## config.mk

```make
export PLATFORM = sky130hd
export DESIGN_NAME = xt_skid
export DESIGN_NICKNAME = d
export VERILOG_FILES = /design/src/rtl/xt_pkg.sv /design/src/rtl/xt_skid.sv
export SDC_FILE = /design/constraint.sdc
export NUM_CORES = 1
export LEC_CHECK = 0
export BUFFER_PORTS_ARGS = -buffer_cell sky130_fd_sc_hd__buf_2
export CAP_MARGIN = 30
export CELL_PAD_IN_SITES_DETAIL_PLACEMENT = 0
export CELL_PAD_IN_SITES_GLOBAL_PLACEMENT = 1
export CORE_MARGIN = 4
export CORE_UTILIZATION = 47
export DETAILED_ROUTE_END_ITERATION = 16
export PLACE_DENSITY_LB_ADDON = 0.1
export SKIP_CTS_REPAIR_TIMING = 1
export SLEW_MARGIN = 40
export SYNTH_ARGS = -nofsm -noshare
export SYNTH_HDL_FRONTEND = slang
export SYNTH_SLANG_ARGS = --single-unit
```

## constraint.sdc

```tcl
create_clock -name i_clk -period 6.77 [get_ports i_clk]
set_input_delay 1.354 -clock i_clk [delete_from_list [all_inputs] [get_ports i_clk]]
set_output_delay 1.354 -clock i_clk [all_outputs]
set_load 0.005 [all_outputs]
```

## src/rtl/xt_pkg.sv

```systemverilog
`timescale 1ns / 1ps

package xt_pkg;

    // Default round count and the XTEA round constant
    localparam int    XT_ROUNDS = 32;
    localparam int    XT_WORD_W = 32;
    localparam logic [XT_WORD_W-1:0] XT_DELTA = 32'h9E37_79B9;

    typedef logic [XT_WORD_W-1:0] t_word;

    // Four key words, index 0 in the low slot
    typedef t_word [3:0] t_key;

    // One 64-bit block in flight
    typedef struct packed {
        t_word v0;
        t_word v1;
    } t_blk;

    // Register map, one key word per 32-bit slot
    typedef enum logic [1:0] {
        REG_KEY0 = 2'd0,
        REG_KEY1 = 2'd1,
        REG_KEY2 = 2'd2,
        REG_KEY3 = 2'd3
    } t_reg_idx;

    // Running sum after n additions of the round constant, mod 2^32
    function automatic t_word round_sum(input int unsigned n);
        logic [63:0] p;
        p = 64'(n) * 64'(XT_DELTA);
        return p[XT_WORD_W-1:0];
    endfunction

endpackage

```

## src/rtl/xt_skid.sv

```systemverilog
`timescale 1ns / 1ps

// Output register plus one skid word; ready toward the chain is registered.
module xt_skid
    import xt_pkg::*;
(
    input  logic i_clk,
    input  logic i_rst_n,
    input  logic i_valid,
    input  t_blk i_blk,
    output logic o_ready,
    output logic o_valid,
    output t_blk o_blk,
    input  logic i_ready
);

    logic r_out_valid;
    logic r_skid_valid;
    t_blk r_out;
    t_blk r_skid;
    logic push;
    logic pop;

    assign o_ready = !r_skid_valid;
    assign push    = i_valid && !r_skid_valid;
    assign pop     = r_out_valid && i_ready;

    // Control
    always_ff @(posedge i_clk) begin
        if (!i_rst_n) begin
            r_out_valid  <= 1'b0;
            r_skid_valid <= 1'b0;
        end else if (r_skid_valid) begin
            if (pop) begin
                r_skid_valid <= 1'b0;
            end
        end else if (push) begin
            if (r_out_valid && !pop) begin
                r_skid_valid <= 1'b1;
            end else begin
                r_out_valid <= 1'b1;
            end
        end else if (pop) begin
            r_out_valid <= 1'b0;
        end
    end

    // Data
    always_ff @(posedge i_clk) begin
        if (r_skid_valid) begin
            if (pop) begin
                r_out <= r_skid;
            end
        end else if (push) begin
            if (r_out_valid && !pop) begin
                r_skid <= i_blk;
            end else begin
                r_out <= i_blk;
            end
        end
    end

    assign o_valid = r_out_valid;
    assign o_blk   = r_out;

endmodule

```

==> qor.txt <==
========================================================================================
Total power divided by cell area                                              311 nW/µm²
Final Max Slew Viols                                                                   0
Post-detailed-route DRC marker count                                                   0
Number of endpoints failing setup at the final stage                                   0
H-tree depth                                                                           4
WL/cell                                                                          16.6 µm
Clock transition at the registers of the reported paths                          0.05 ns
Post-Syn Area                                                                   4760 µm²
Number of max-capacitance violations reported                                          0
Grt ovf                                                                                0
Critical path launch point type                                                 register
Number of optimization iterations in the first detailed-route pass                     4
Ys Warns                                                                               0
Distinct cell type count of the synthesized netlist                                   16
Internal reg-to-reg setup slack                                                  4.78 ns
Share of synthesized area occupied by flip-flops and latches                       81.6%
Number of DRC markers after the initial detailed-route iteration                      83
Die area                                                                      11,800 µm²
Number of vias in the routed layout                                                2,439
Inserted Clock Buffers                                                                17
Worst r2r dst                                                                 r_skid[30]
Port-buffer cells                                                                    133
Data required time at the worst endpoint                                         5.42 ns
Via count of the first global-routing pass                                         2,475
Synthesis-stage register bit count                                                   130
Slew HR                                                                            59.4%
Largest net degree at the start of global routing                                     65
I/O Pins                                                                             134
Gate count of the mapped netlist                                                     214
Core area                                                                       9820 µm²
Clock period minus worst slack                                                   2.77 ns
Worst setup skew after layout                                                 0.00417 ns
Hold crit path type                                                         register to register
Largest voltage drop on the vdd net                                               154 µV
Final weighted congestion in routability-driven placement                          0.715
Antenna violations before repair                                                       0
Drt via density                                                                     4.82
Final setup TNS                                                                     0 ns
Category of cells accounting for the largest share of critical-path delay     flip-flops
Critical path peak fanout                                                             33
Estimated wirelength of the detail-placed design                                 5580 µm
Endpoint of the worst hold-timing path                                         o_blk[56]
R2r worst-path depth                                                                   3
Detail Route Antenna Nets                                                              0
Crit path arrival time                                                           1.42 ns
First-pass GRT wire length                                                     12,900 µm
Cells along the critical path                                               inv_1, buf_2
Root buf cell                                                                   clkbuf_8
Share of post-route cells with drive strength above 1                              60.1%
Worst setup path category                                                   register to output port
Max Fclk                                                                       0.361 GHz
Worst path slowest cell                                                          dfxtp_4
Leakage power summed over all cells                                              2.30 nW
Critical R2R Launch                                                         r_skid_valid
Starting utilization of the core area                                              48.5%
Total global routing track utilization                                             15.0%
Setup repair after global routing missed its margin                                   no
Hold path start                                                               r_skid[56]
Share of the clock period used by the worst path after layout                      40.9%
Clock latency on the worst-skew pair                                             0.50 ns
Standard-cell rows                                                                    36
Slowest Stage Delay on Critical Path                                             0.65 ns
ANT cells                                                                              0
Layout overhead on the synthesized area                                            28.3%
Worst hold path depth                                                                  1
Worst path bufs/invs                                                                   2
Slew at the pin closest to its max-slew limit                                   0.610 ns
Die Wd                                                                            109 µm
Mean post-synth cell area                                                       22.2 µm²
Number of clock sinks seen by CTS                                                    130
Bufs on Longest Clock Path                                                             2
Worst Setup End Kind                                                         output port
Final hold slack                                                                0.542 ns
Die height                                                                        109 µm
Run status                                                                  finished, final reports clean
Wire length after detailed routing                                               8380 µm
Clock tree from TritonCTS                                                            yes
Number of nets in the layout                                                         429
Hold violation total from the final report                                             0
Mapped Nets                                                                          282
========================================================================================
[worst reg2reg max path: cells and delay by family (launching register included)]
family | cells | cell delay [ns]
and+or+nand+nor | 1 | 0.54
buffers and inverters | 2 | 0.60
DFF | 1 | 0.49
[sequential cells by signal, summed over array words and instances (netlist names)]
name,count
o_blk,64
o_valid,1
r_skid,64
r_skid_valid,1
[cells in the final DEF, fill, tap and decap left out]
cell	n
buf_2	133
edfxtp_1	128
mux2_2	58
clkbuf_16	16
mux2_4	6
clkinv_1	6
clkbuf_1	4
inv_1	3
bufinv_16	2
clkinv_2	2
mux2i_1	1
a21oi_4	1
and4_4	1
a21oi_1	1
a211oi_1	1
nor2b_1	1
nand2_1	1
nand3b_1	1
o21ai_0	1
clkbuf_8	1
buf_12	1
dfxtp_1	1
buf_4	1
buf_6	1
dfxtp_4	1
[worst max-delay path by stage]
| stage | start | to | slack, ns | cells past startpoint |
|---|---|---|---|---|
| after floorplan | i_valid | o_blk[0] | 1.73 | 2 |
| after global placement | i_ready | r_skid[35] | 3.50 | 4 |
| after detailed placement | i_ready | r_skid[36] | 3.47 | 4 |
| after CTS | r_skid_valid | o_ready | 3.95 | 2 |
| after global routing | r_skid_valid | o_ready | 3.89 | 2 |
| final | r_skid_valid | o_ready | 4.00 | 2 |
[power by group]
group	leakage, nW	switching (mW)	internal [mW]
combinational	0.825	0.0631	0.0701
clock	0.255	0.295	0.512
sequential	1.22	0.0170	0.944
total	2.30	0.375	1.53
[layer usage]
metal | global-route usage (%) | vias to the layer above | share of wire [%]
met1 | 18.8 | 1197 | 43
li1 | - | 1149 | -
met3 | 7.05 | 4 | 8.8
met5 | 0 | - | 0
met2 | 22.8 | 89 | 48
met4 | 5.95 | 0 | 0.32
[through the flow]
step / instances / instance area (µm²) / utilization, % / total power, mW / setup WS (ns)
4_1_cts: 506 / 6100 / 62.1 / 1.93 / 3.95
5_1_grt: 506 / 6110 / 62.2 / 1.98 / 3.89
2_1_floorplan: 214 / 4760 / - / 1.04 / 1.73
3_3_place_gp: 474 / 5560 / 56.6 / 1.11 / 3.50
3_5_place_dp: 475 / 5580 / 56.8 / 1.11 / 3.47
6_report: 506 / 6110 / 62.2 / 1.90 / 4.00
[synth_stat cells]
library cell  number  area, µm²
mux2i_1            1       10.0
dfxtp_1            2       40.0
a21oi_1            2       10.0
and4_1             1       8.76
mux2_4             6       90.1
mux2_2            58        653
buf_2              5       25.0
inv_1              3       11.3
nor2b_1            1       6.26
buf_8              1       15.0
edfxtp_1         128       3840
nand2_1            1       3.75
nand3b_1           1       7.51
a211oi_1           1       7.51
buf_6              2       22.5
o21ai_0            1       5.00
[logic make-up after synthesis]
kind of cell | synth area share [%]
DFF | 81.6
and+or+nand+nor | 0.552
buffers and inverters | 1.55
muxes | 15.8
AOI/OAI and AO/OA | 0.473
[cell type report]
| type | count | area [µm²] |
|---|---|---|
| inverters | 3 | 11.3 |
| well taps | 133 | 166 |
| clock buffers | 21 | 429 |
| flip-flops and latches | 130 | 3890 |
| clock inverters | 10 | 92.6 |
| repair buffers | 136 | 704 |
| fillers | 770 | 3710 |
| multi-input cells | 73 | 816 |
No activity file was read; power rests on OpenSTA's default activity.
