<file path="src/rtl/xt_pkg.sv">
`timescale 1ns / 1ps

package xt_pkg;

    // Default round count and the XTEA round constant
    localparam int    XT_ROUNDS = 32;
    localparam int    XT_WORD_W = 32;
    localparam logic [XT_WORD_W-1:0] XT_DELTA = 32'h9E37_79B9;

    typedef logic [XT_WORD_W-1:0] t_word;

    // Four key words, index 0 in the low slot
    typedef t_word [3:0] t_key;

    // One 64-bit block in flight
    typedef struct packed {
        t_word v0;
        t_word v1;
    } t_blk;

    // Register map, one key word per 32-bit slot
    typedef enum logic [1:0] {
        REG_KEY0 = 2'd0,
        REG_KEY1 = 2'd1,
        REG_KEY2 = 2'd2,
        REG_KEY3 = 2'd3
    } t_reg_idx;

    // Running sum after n additions of the round constant, mod 2^32
    function automatic t_word round_sum(input int unsigned n);
        logic [63:0] p;
        p = 64'(n) * 64'(XT_DELTA);
        return p[XT_WORD_W-1:0];
    endfunction

endpackage

</file>
<file path="src/rtl/xt_cell.sv">
`timescale 1ns / 1ps

// One half-round of XTEA: even cells update v0, odd cells update v1.
// The running sum and the key slot are fixed per cell.
module xt_cell
    import xt_pkg::*;
#(
    parameter int HALF = 0
) (
    input  logic i_clk,
    input  logic i_rst_n,
    input  logic i_en,
    input  logic i_valid,
    input  t_blk i_blk,
    input  t_key i_key,
    output logic o_valid,
    output t_blk o_blk
);

    localparam bit    SECOND  = (HALF % 2) == 1;
    localparam t_word SUM     = round_sum(HALF / 2 + HALF % 2);
    localparam logic [1:0] KEY_SEL = SECOND ? SUM[12:11] : SUM[1:0];

    logic  r_valid;
    t_blk  r_blk;
    t_blk  n_blk;
    t_word src;
    t_word mix;
    t_word rkey;

    // Feistel half step
    always_comb begin
        src  = SECOND ? i_blk.v0 : i_blk.v1;
        mix  = ((src << 4) ^ (src >> 5)) + src;
        rkey = SUM + i_key[KEY_SEL];
        n_blk = i_blk;
        if (SECOND) begin
            n_blk.v1 = i_blk.v1 + (mix ^ rkey);
        end else begin
            n_blk.v0 = i_blk.v0 + (mix ^ rkey);
        end
    end

    // Stage register, advances with the shared enable
    always_ff @(posedge i_clk) begin
        if (!i_rst_n) begin
            r_valid <= 1'b0;
        end else if (i_en) begin
            r_valid <= i_valid;
        end
    end

    always_ff @(posedge i_clk) begin
        if (i_en) begin
            r_blk <= n_blk;
        end
    end

    assign o_valid = r_valid;
    assign o_blk   = r_blk;

endmodule

</file>
<file path="config.mk">
export PLATFORM = sky130hd
export DESIGN_NAME = xt_cell
export DESIGN_NICKNAME = d
export VERILOG_FILES = /design/src/rtl/xt_pkg.sv /design/src/rtl/xt_cell.sv
export SDC_FILE = /design/constraint.sdc
export NUM_CORES = 1
export LEC_CHECK = 0
export BUFFER_PORTS_ARGS = -buffer_cell sky130_fd_sc_hd__clkbuf_2
export CAP_MARGIN = 20
export CORE_UTILIZATION = 52
export DETAILED_ROUTE_END_ITERATION = 6
export PLACE_DENSITY = 0.9
export REMOVE_ABC_BUFFERS = 1
export SYNTH_ARGS = -nofsm -noshare
export SYNTH_HDL_FRONTEND = slang
export SYNTH_SLANG_ARGS = --single-unit
</file>
<file path="constraint.sdc">
create_clock -name i_clk -period 10.08 [get_ports i_clk]
set_input_delay 0 -clock i_clk [delete_from_list [all_inputs] [get_ports i_clk]]
set_output_delay 0 -clock i_clk [all_outputs]
set_load 0.01 [all_outputs]
</file>
==> results of run 1 <==
==> state kept, by name (all words and copies together), names as in the netlist <==
signal,flops
o_valid,1
o_blk,64
==> worst max-delay path by stage <==
stage,depth (start not counted),from,slack [ns],endpoint
3_3_place_gp,22,i_blk[11],5.52,o_blk[60]
5_1_grt,23,i_blk[11],4.88,o_blk[60]
3_5_place_dp,22,i_blk[11],5.46,o_blk[60]
6_report,23,i_blk[11],5.21,o_blk[60]
2_1_floorplan,21,i_blk[11],6.19,o_blk[60]
4_1_cts,23,i_blk[11],5.28,o_blk[60]
==> synth_stat cells (all sizes together) (7+ instances only) <==
library cell  instances  area share
o211ai                7      0.0091
xor2                 50       0.076
a21o                 25       0.033
and3                  7      0.0076
edfxtp               64        0.33
a211oi                9       0.012
ha                   69        0.15
a21oi                51       0.046
xnor2                60       0.091
nand2b                7      0.0076
nor2                 32       0.021
nand2                46       0.030
nand3                14       0.012
nor3                  8      0.0069
o21a                  9       0.012
inv                  13      0.0085
o21ai                30       0.027
==> cells by family (layout without fill, tap and decap cells) <==
| kind of cell | after synthesis | after routing | synth area share |
|---|---|---|---|
| AO/OA/AOI/OAI | 170 | 170 | 0.212 |
| XOR/XNOR | 110 | 110 | 0.167 |
| AND/OR/NAND/NOR | 136 | 136 | 0.112 |
| flip-flops | 65 | 65 | 0.337 |
| buffers and inverters | 18 | 229 | 0.0121 |
| multiplexers | 2 | 2 | 0.00347 |
| adder cells (fa/ha/maj) | 71 | 71 | 0.157 |
==> where the power goes <==
part | total [mW] | leakage (nW) | internal (mW) | switching (mW)
clock network | 0.247 | 0.113 | 0.146 | 0.101
registers | 0.422 | 0.635 | 0.404 | 0.0179
logic | 0.817 | 2.57 | 0.360 | 0.457
total | 1.49 | 3.32 | 0.909 | 0.576
==> routing by layer <==
metal,GRT usage,up-vias
met3,0.0533,26
met1,0.349,2372
met5,0,-
met2,0.438,211
met4,0.113,0
li1,-,2551
==> area by class of cell <==
type | instances | area [µm²]
repair buffers | 200 | 1180
clock buffers | 11 | 141
fillers | 840 | 3520
multi-input cells | 489 | 3760
well taps | 140 | 175
inverters | 13 | 48.8
clock inverters | 5 | 78.8
flip-flops and latches | 65 | 1940
==> stage by stage <==
stage / util / setup slack (ns) / cells / hold slack (ns)
2_1_floorplan: - / 6.19 / 567 / 0.0989
3_3_place_gp: 0.623 / 5.52 / 872 / 0.207
3_5_place_dp: 0.623 / 5.46 / 872 / 0.235
4_1_cts: 0.675 / 5.28 / 923 / 0.0138
5_1_grt: 0.675 / 4.88 / 923 / 0.0218
6_report: 0.675 / 5.21 / 923 / 0.0239
==> repair_timing <==
action | in CTS | in global routing
hold buffers | 35 | 0
endpoints found under the setup margin | 0 | 0
hold endpoints to repair | 34 | 0
buffers inserted | 0 | 0
resized for setup | 0 | 0
==> impl_metrics.json, run 1 <==
{
  "tightest_slew_ns": 0.823,
  "cp-start-kind": "primary input",
  "drv_cap": 0,
  "peakVddDrop_mv": 0.114,
  "cts_root_buf": "clkbuf_8",
  "area_growth_pct": 26.9,
  "ys_async_sr_fraction": 0,
  "design_area_mm2": 0.00732,
  "r2r_end": "o_valid",
  "rsz0062_at_grt": "false",
  "cts_tree": "yes",
  "min_period_over_period": 0.483,
  "total_power_mw": 1.49,
  "path_common_cell": "a21oi_1",
  "r2r_cells": 3,
  "hold-path-cell-count": 2,
  "grt_pass1_wl_um": 23600,
  "first_pass_iters": 5,
  "drt_iter0_drc": 332,
  "fmax_mhz": 205,
  "diodes": 0,
  "end_kind": "flop",
  "drive_gt1_frac": 0.255,
  "cp_slowest_cell": "dlygate4sd3_1",
  "synth_edf_count": 64,
  "io_buffers": 164,
  "netlist_area_mm2": 0.00577,
  "crit_chain": "dlygate4sd3_1, clkbuf_2, xor2_1, ha_1, a21oi_1, o211ai_1, a221oi_2, a21oi_1, o21ai_1, nand2b_1, a21o_1, a21oi_1, xnor2_1, ha_1, and4_1, and3_1, a21oi_1, o21ai_1, a221oi_2, o211ai_1, a31o_1, a21oi_1, xnor2_1",
  "dr_wl_met3_um": 968,
  "num_io_pins": 261,
  "p_leak_nw": 3.32,
  "syn_area_per_cell_um2": 10.1,
  "post_dp_cell_area_mm2": 0.00675,
  "ant_nets": 0,
  "grt_start_max_net_pins": 66,
  "synth.ff_latch_count": 65,
  "pwr_density_cell_mw_per_mm2": 203,
  "start_util": 0.532,
  "finalSetupTns_ns": 0,
  "slew_headroom": 0.452,
  "clk_latency_ns": 0.35,
  "dieArea_mm2": 0.0115,
  "path_delay_family": "compound AO/OA/AOI/OAI gates",
  "avgViaCountPerCell": 5.59,
  "htreeDepth": 3,
  "detailed_place_hpwl_um": 11200,
  "antenna_found_initial": 0,
  "hold_end": "o_blk[33]",
  "die_h_um": 107,
  "slowest_delay_ns": 0.54,
  "wl_um": 15000,
  "drc": 0,
  "worstHoldStart": "i_blk[33]",
  "yosys_warnings": 0,
  "routabilityCongestion": 0.921,
  "required_ns": 10.17,
  "synth_cells": 572,
  "num_rows": 38,
  "ys_seq_area_frac": 0.337,
  "clock_path_buffers": 2,
  "period_needed_ns": 4.87,
  "yosysUniqueCellTypes": 64,
  "status": "finished clean",
  "grtUsageTotal": 0.269,
  "finalClockSkew_ns": 0,
  "setup_viol": 0,
  "path_class": "in2reg",
  "cp.arrival_ns": 4.96,
  "hold_violations": 0,
  "nNetsFinal": 1045,
  "synth_top_flop_cell": "edfxtp_1",
  "r2r_start": "o_valid",
  "topRoutingLayerUsed": "met4",
  "numCtsBuffers": 9,
  "cts.sinks": 65,
  "drt-met1-wl_um": 6760,
  "grt_pass1_vias": 4957,
  "regToRegSetupSlack_ns": 8.90,
  "vias": 5160,
  "drv_slew": 0,
  "worstPathMaxFanout": 5,
  "fp.dieW_um": 107,
  "hp-class": "in2reg",
  "layout_commonest_cell": "clkbuf_2",
  "avgRoutedWirePerCell_um": 16.2,
  "path_clk_slew_ns": 0.07,
  "path_buf_inv": 2,
  "grt-ovfl-total": 0,
  "most-common-layout-cells": "clkbuf_2, ha_1, edfxtp_1",
  "core_area_mm2": 0.0108,
  "wl_met2_um": 6880
}
No activity file was read; power rests on OpenSTA's default activity.
==> run 2: changes to the inputs <==
--- a/config.mk
+++ b/config.mk
@@ -7,9 +7,9 @@
 export LEC_CHECK = 0
 export BUFFER_PORTS_ARGS = -buffer_cell sky130_fd_sc_hd__clkbuf_2
 export CAP_MARGIN = 20
-export CORE_UTILIZATION = 52
+export CORE_UTILIZATION = 49
 export DETAILED_ROUTE_END_ITERATION = 6
-export PLACE_DENSITY = 0.9
+export PLACE_DENSITY = 0.86
 export REMOVE_ABC_BUFFERS = 1
 export SYNTH_ARGS = -nofsm -noshare
 export SYNTH_HDL_FRONTEND = slang
==> constraint.sdc (replaced) <==
create_clock -name i_clk -period 4.9 [get_ports i_clk]
set_input_delay 0 -clock i_clk [delete_from_list [all_inputs] [get_ports i_clk]]
set_output_delay 0 -clock i_clk [all_outputs]
set_load 0.01 [all_outputs]
==> run 2 against run 1 <==
Compared with the run above: the run now ends with negative hold slack left; combinational power increased by 110%; power rose by 110%; clock power up 150%; core utilization fell by 2.7 points; clock skew unchanged; critical endpoint is now o_blk[62]; highest routed layer unchanged.
==> impl_metrics.json, run 2 (synthesis gave the netlist of run 1 again) <==
{
  "status": "finished, violations left",
  "violations": "negative hold slack",
  "grt-ovfl-total": 0,
  "fin_util": 0.649,
  "peakVddDrop_mv": 0.367,
  "end_kind": "flop",
  "wl_um": 14900,
  "layout_commonest_cell": "clkbuf_2",
  "num_rows": 39,
  "pwr_density_cell_mw_per_mm2": 427,
  "grt_pass1_vias": 5022,
  "total_power_mw": 3.18,
  "finalClockSkew_ns": 0,
  "hold_violations": 1,
  "ant_nets": 0,
  "hp-class": "in2reg",
  "die_h_um": 110,
  "clock_path_buffers": 2,
  "tightest_slew_ns": 0.824,
  "grtUsageTotal": 0.246,
  "start_util": 0.503,
  "worstPathMaxFanout": 5,
  "antenna_found_initial": 0,
  "path_class": "in2reg",
  "diodes": 0,
  "drt_iter0_drc": 337,
  "regArea_mm2": 0.00194,
  "crit_chain": "dlygate4sd3_1, clkbuf_2, ha_1, inv_1, fa_1, and2b_1, o2111ai_1, and3_1, o21a_2, a211o_1, nand2_1, xnor2_1, ha_1, and4_1, and3_1, a21oi_1, o21ai_1, a221oi_2, o211ai_1, buf_4, nand3_1, o21ai_0, xor2_1",
  "design_area_mm2": 0.00744,
  "core_area_mm2": 0.0115,
  "routabilityCongestion": 0.926,
  "drv_slew": 0,
  "most-common-layout-cells": "clkbuf_2, ha_1, edfxtp_1",
  "avgRoutedWirePerCell_um": 16.0,
  "fmax_mhz": 213,
  "slew_headroom": 0.451,
  "first_pass_iters": 5,
  "cts_tree": "yes",
  "post_dp_cell_area_mm2": 0.00676,
  "avgViaCountPerCell": 5.53,
  "placed_cells": 876,
  "area_growth_pct": 29.0,
  "vias": 5140,
  "nFillCells": 914,
  "cp.arrival_ns": 4.76,
  "clk_latency_ns": 0.33,
  "period_needed_ns": 4.69,
  "min_period_over_period": 0.957,
  "io_buffers": 164,
  "setup_viol": 0,
  "drc": 0,
  "dieArea_mm2": 0.0122,
  "cts_root_buf": "clkbuf_16",
  "htreeDepth": 3,
  "numCtsBuffers": 9,
  "drive_gt1_frac": 0.268,
  "grt_start_max_net_pins": 66,
  "nNetsFinal": 1048,
  "holdWs_ns": -0.00705,
  "layoutNonFillerInstCount": 929,
  "largest_register_ffs": 64,
  "path_clk_slew_ns": 0.05,
  "num_io_pins": 261,
  "multi_input_area_mm2": 0.00378,
  "grt_pass1_wl_um": 24000,
  "detailed_place_hpwl_um": 11400,
  "cts.sinks": 65,
  "cp-start-kind": "primary input",
  "slowest_delay_ns": 0.52,
  "fp.dieW_um": 110,
  "drv_cap": 0,
  "cp_slowest_cell": "dlygate4sd3_1",
  "p_leak_nw": 3.37,
  "required_ns": 4.97
}
## run 2: changes by cell type in the layout (fill, tap and decap cells not counted), sizes merged
cell         previous run  this run
bufinv                  2         1
clkbuf                175       174
dlygate4sd3            35        33
clkinv                  3         5
buf                     1         6
## run 2: what timing repair did
item	4_1_cts	5_1_grt
hold buffers	33	0
setup buffers	0	4
gates resized for setup	0	6
endpoints found under the hold margin	32	0
endpoints found under the setup margin	0	2
## run 2: area by class of cell
class,instances,share of cell area
Tap cell,143,0.0241
Timing Repair Buffer,203,0.161
Inverter,13,0.00656
Clock inverter,6,0.00791
Multi-Input combinational cell,489,0.509
Clock buffer,10,0.0308
Sequential cell,65,0.261
## run 2: power by group
group	switching [mW]	total (mW)	internal [mW]
Sequential	0.0371	0.869	0.832
Combinational	0.935	1.70	0.762
Clock	0.220	0.610	0.390
Total	1.19	3.18	1.98
## run 2: through the flow
stage          TNS [ns]  worst slack [ns]
5_1_grt         -0.0756           -0.0408
3_5_place_dp          0             0.437
4_1_cts               0             0.221
6_report              0             0.213
2_1_floorplan         0              1.01
3_3_place_gp          0             0.497
## run 2: metal layers
| metal | routed length (µm) | global-route usage | vias to the layer above |
|---|---|---|---|
| li1 | - | - | 2563 |
| met1 | 6850 | 0.326 | 2332 |
| met2 | 6660 | 0.393 | 206 |
| met3 | 857 | 0.0439 | 39 |
| met4 | 514 | 0.105 | 0 |
| met5 | 0 | 0 | - |
## run 2: worst max-delay path, delay by kind of cell
kind,cells,cell delay (ns)
compound gates,8,1.48
simple gates,6,1.06
buf+inv,4,0.96
fa+ha+maj,3,0.96
xor+xnor,2,0.28
## run 2: final timing paths
kind,from,to,slack [ns],depth (start not counted)
max,i_blk[5],o_blk[62],0.21,23
min,i_blk[15],o_blk[15],-0.007,1
max reg2reg,o_valid,o_valid,3.75,3
min reg2reg,o_valid,o_valid,1.07,3
==> run 3: changes to the inputs <==
--- a/config.mk
+++ b/config.mk
@@ -5,11 +5,12 @@
 export SDC_FILE = /design/constraint.sdc
 export NUM_CORES = 1
 export LEC_CHECK = 0
+export ABC_AREA = 1
 export BUFFER_PORTS_ARGS = -buffer_cell sky130_fd_sc_hd__clkbuf_2
 export CAP_MARGIN = 20
-export CORE_UTILIZATION = 49
+export CORE_UTILIZATION = 50
 export DETAILED_ROUTE_END_ITERATION = 6
-export PLACE_DENSITY = 0.86
+export PLACE_DENSITY = 0.85
 export REMOVE_ABC_BUFFERS = 1
 export SYNTH_ARGS = -nofsm -noshare
 export SYNTH_HDL_FRONTEND = slang
==> run 3 against run 2 <==
Compared with the run above: the flow now finishes without violations; synthesized cell count rose by 57%; cell area increased by 12%; global-route usage up 4.4 points; first-iteration DRC count is 25% higher; clock skew stayed put; hold slack improved by 0.094 ns; count of clock-buffer cells in the layout fell by 1; critical path type unchanged; largest power group unchanged; highest routed layer unchanged.
==> impl_metrics.json, run 3 <==
{
  "num_io_pins": 261,
  "nFillCells": 1134,
  "status": "finished clean",
  "cts.sinks": 65,
  "fp.dieW_um": 117,
  "cts_root_buf": "clkbuf_16",
  "fmax_mhz": 264,
  "drv_cap": 0,
  "nNetsFinal": 1377,
  "topRoutingLayerUsed": "met4",
  "hold_buffers": 34,
  "synth_edf_count": 64,
  "power_frac_seq": 0.251,
  "grt_pass1_wl_um": 29800,
  "ys_seq_area_frac": 0.293,
  "synth_simple_gate_area_share": 0.276,
  "synth_top_area_frac": 0.290,
  "finalClockSkew_ns": 0,
  "diodes": 0,
  "vias": 6577,
  "startpoint": "i_blk[5]",
  "regToRegSetupSlack_ns": 3.65,
  "synth_top_family_by_area": "simple AND/OR/NAND/NOR gates",
  "min_period_over_period": 0.772,
  "syn_area_per_cell_um2": 7.37,
  "r2r_end": "o_valid",
  "layout_commonest_cell": "nand2_1",
  "synth.ff_latch_count": 65,
  "slowest_delay_ns": 0.54,
  "p_int_mw": 1.96,
  "avgRoutedWirePerCell_um": 14.8,
  "hp-class": "in2reg",
  "drt-met1-wl_um": 8630,
  "setup_viol": 0,
  "finalSetupTns_ns": 0,
  "dr_wl_met3_um": 1340,
  "grtUsageTotal": 0.290,
  "cts_tree": "yes",
  "first_pass_iters": 6,
  "drive_gt1_frac": 0.187,
  "p_leak_nw": 4.31,
  "synthMuxAreaShare": 0,
  "end_kind": "flop",
  "wl_um": 19000,
  "worstPathMaxFanout": 5,
  "yosysUniqueCellTypes": 33,
  "synth_most_common_cell": "nand2_1",
  "dieArea_mm2": 0.0137,
  "slew_headroom": 0.444,
  "switching_share": 0.418,
  "ys_async_sr_fraction": 0,
  "ant_nets": 0,
  "rsz0062_at_grt": "false",
  "grt-ovfl-total": 0,
  "numCtsBuffers": 9,
  "synth.top_cells.by_count": "nand2_1, inv_1, xor2_1, ha_1, a21oi_1",
  "path_buf_inv": 3,
  "core_area_mm2": 0.0128,
  "clk_latency_ns": 0.33,
  "post_cts.repair.setup_buffers": 0,
  "cp-endpoint": "o_blk[61]",
  "clockPowerShare": 0.223,
  "avgViaCountPerCell": 5.11,
  "period_needed_ns": 3.78,
  "synth_xor_area_frac": 0.124,
  "cp-start-kind": "primary input",
  "largest_register_ffs": 64,
  "die_h_um": 117,
  "tightest_slew_ns": 0.834,
  "antenna_found_initial": 0,
  "htreeDepth": 3,
  "detailed_place_hpwl_um": 15400,
  "path_class": "in2reg",
  "drc": 0,
  "path_common_cell": "nand2_1",
  "start_util": 0.518,
  "cp_slowest_cell": "dlygate4sd3_1",
  "area_growth_pct": 26.2,
  "comb_power_share": 0.525,
  "path_clk_slew_ns": 0.06,
  "crit_cells": 21,
  "io_buffers": 164,
  "power_switching_mw": 1.41,
  "fin_util": 0.654,
  "grt_start_max_net_pins": 67,
  "hold_violations": 0,
  "r2r_cells": 3,
  "cp.arrival_ns": 3.88,
  "routabilityCongestion": 0.939,
  "grt_pass1_vias": 6227,
  "clock_path_buffers": 2,
  "pwr_density_cell_mw_per_mm2": 403,
  "path_delay_family": "compound AO/OA/AOI/OAI gates",
  "wl_met2_um": 8650,
  "r2r_start": "o_valid",
  "synth_compound_area_frac": 0.0985,
  "yosys_warnings": 0,
  "crit_chain": "dlygate4sd3_1, clkbuf_2, ha_1, inv_1, fa_1, nand3b_1, nand2_1, nand2_1, nand2_1, nand2_1, nand2_1, a21oi_1, xor2_1, ha_1, a21oi_1, o21ai_0, o21bai_1, a21oi_1, nand2_1, nand2_1, nand2_1",
  "peakVddDrop_mv": 0.178,
  "synth_top_flop_cell": "edfxtp_1",
  "synth_cells": 899,
  "netlist_area_mm2": 0.00662,
  "drt_iter0_drc": 420,
  "ctsResizeCount": 0,
  "synth.area.top_cells": "edfxtp_1, nand2_1, ha_1, xor2_1, inv_1",
  "num_rows": 41,
  "synth_largest_area_cell": "edfxtp_1",
  "synthAdderAreaFrac": 0.136,
  "most-common-layout-cells": "nand2_1, clkbuf_2, inv_1",
  "required_ns": 5.00,
  "drv_slew": 0
}
[run 3: worst min-delay path by stage]
stage / from / to / slack (ns) / cells after the start
2_1_floorplan: i_en / o_valid / 0.09 / 1
3_3_place_gp: i_valid / o_valid / 0.22 / 3
3_5_place_dp: i_blk[0] / o_blk[0] / 0.23 / 1
4_1_cts: i_blk[32] / o_blk[32] / 0.002 / 2
5_1_grt: i_blk[33] / o_blk[33] / 0.09 / 2
6_report: i_blk[33] / o_blk[33] / 0.09 / 2
[run 3: metrics by stage]
step	setup WS (ns)	hold slack (ns)	total power [mW]	area (µm²)	std cells
5_1_grt	0.792	0.0855	3.64	8360	1287
2_1_floorplan	2.18	0.0935	2.06	6620	899
3_5_place_dp	1.36	0.232	2.57	7660	1236
4_1_cts	1.17	0.00219	3.36	8350	1286
6_report	1.12	0.0871	3.37	8360	1287
3_3_place_gp	1.40	0.221	2.54	7660	1236
[run 3: power groups by stage]
| stage | clock (mW) | combinational [mW] | sequential (mW) |
|---|---|---|---|
| 2_1_floorplan | 0 | 1.13 | 0.932 |
| 3_3_place_gp | 0 | 1.69 | 0.855 |
| 3_5_place_dp | 0 | 1.72 | 0.858 |
| 4_1_cts | 0.761 | 1.76 | 0.848 |
| 5_1_grt | 0.785 | 1.99 | 0.864 |
| 6_report | 0.752 | 1.77 | 0.847 |
[run 3: per-layer routing]
layer  vias to the layer above  GRT usage
li1                       3381          -
met1                      2884      0.370
met2                       276      0.503
met3                        36     0.0525
met4                         0     0.0793
met5                         -          0
[run 3: area by class of cell]
type | instances | area [µm²] | area share
sequential | 65 | 1940 | 0.232
inverter | 126 | 473 | 0.0566
multi-input combinational | 708 | 4210 | 0.503
clock inverter | 7 | 119 | 0.0142
timing repair buffer | 200 | 1180 | 0.141
tap | 172 | 215 | 0.0257
clock buffer | 9 | 225 | 0.0269
[run 3: kinds of logic after synthesis]
logic type,Yosys count
DFF,65
buffers and inverters,126
xor gates and xnor gates,93
adders and majority gates,71
AOI/OAI and AO/OA,116
and+or+nand+nor,428
[run 3: worst reg2reg max path: stages (launching register included)]
cell	delay, ns
dfxtp_1	0.31
o21ai_0	0.16
a21oi_1	0.06
dlygate4sd3_1	0.60
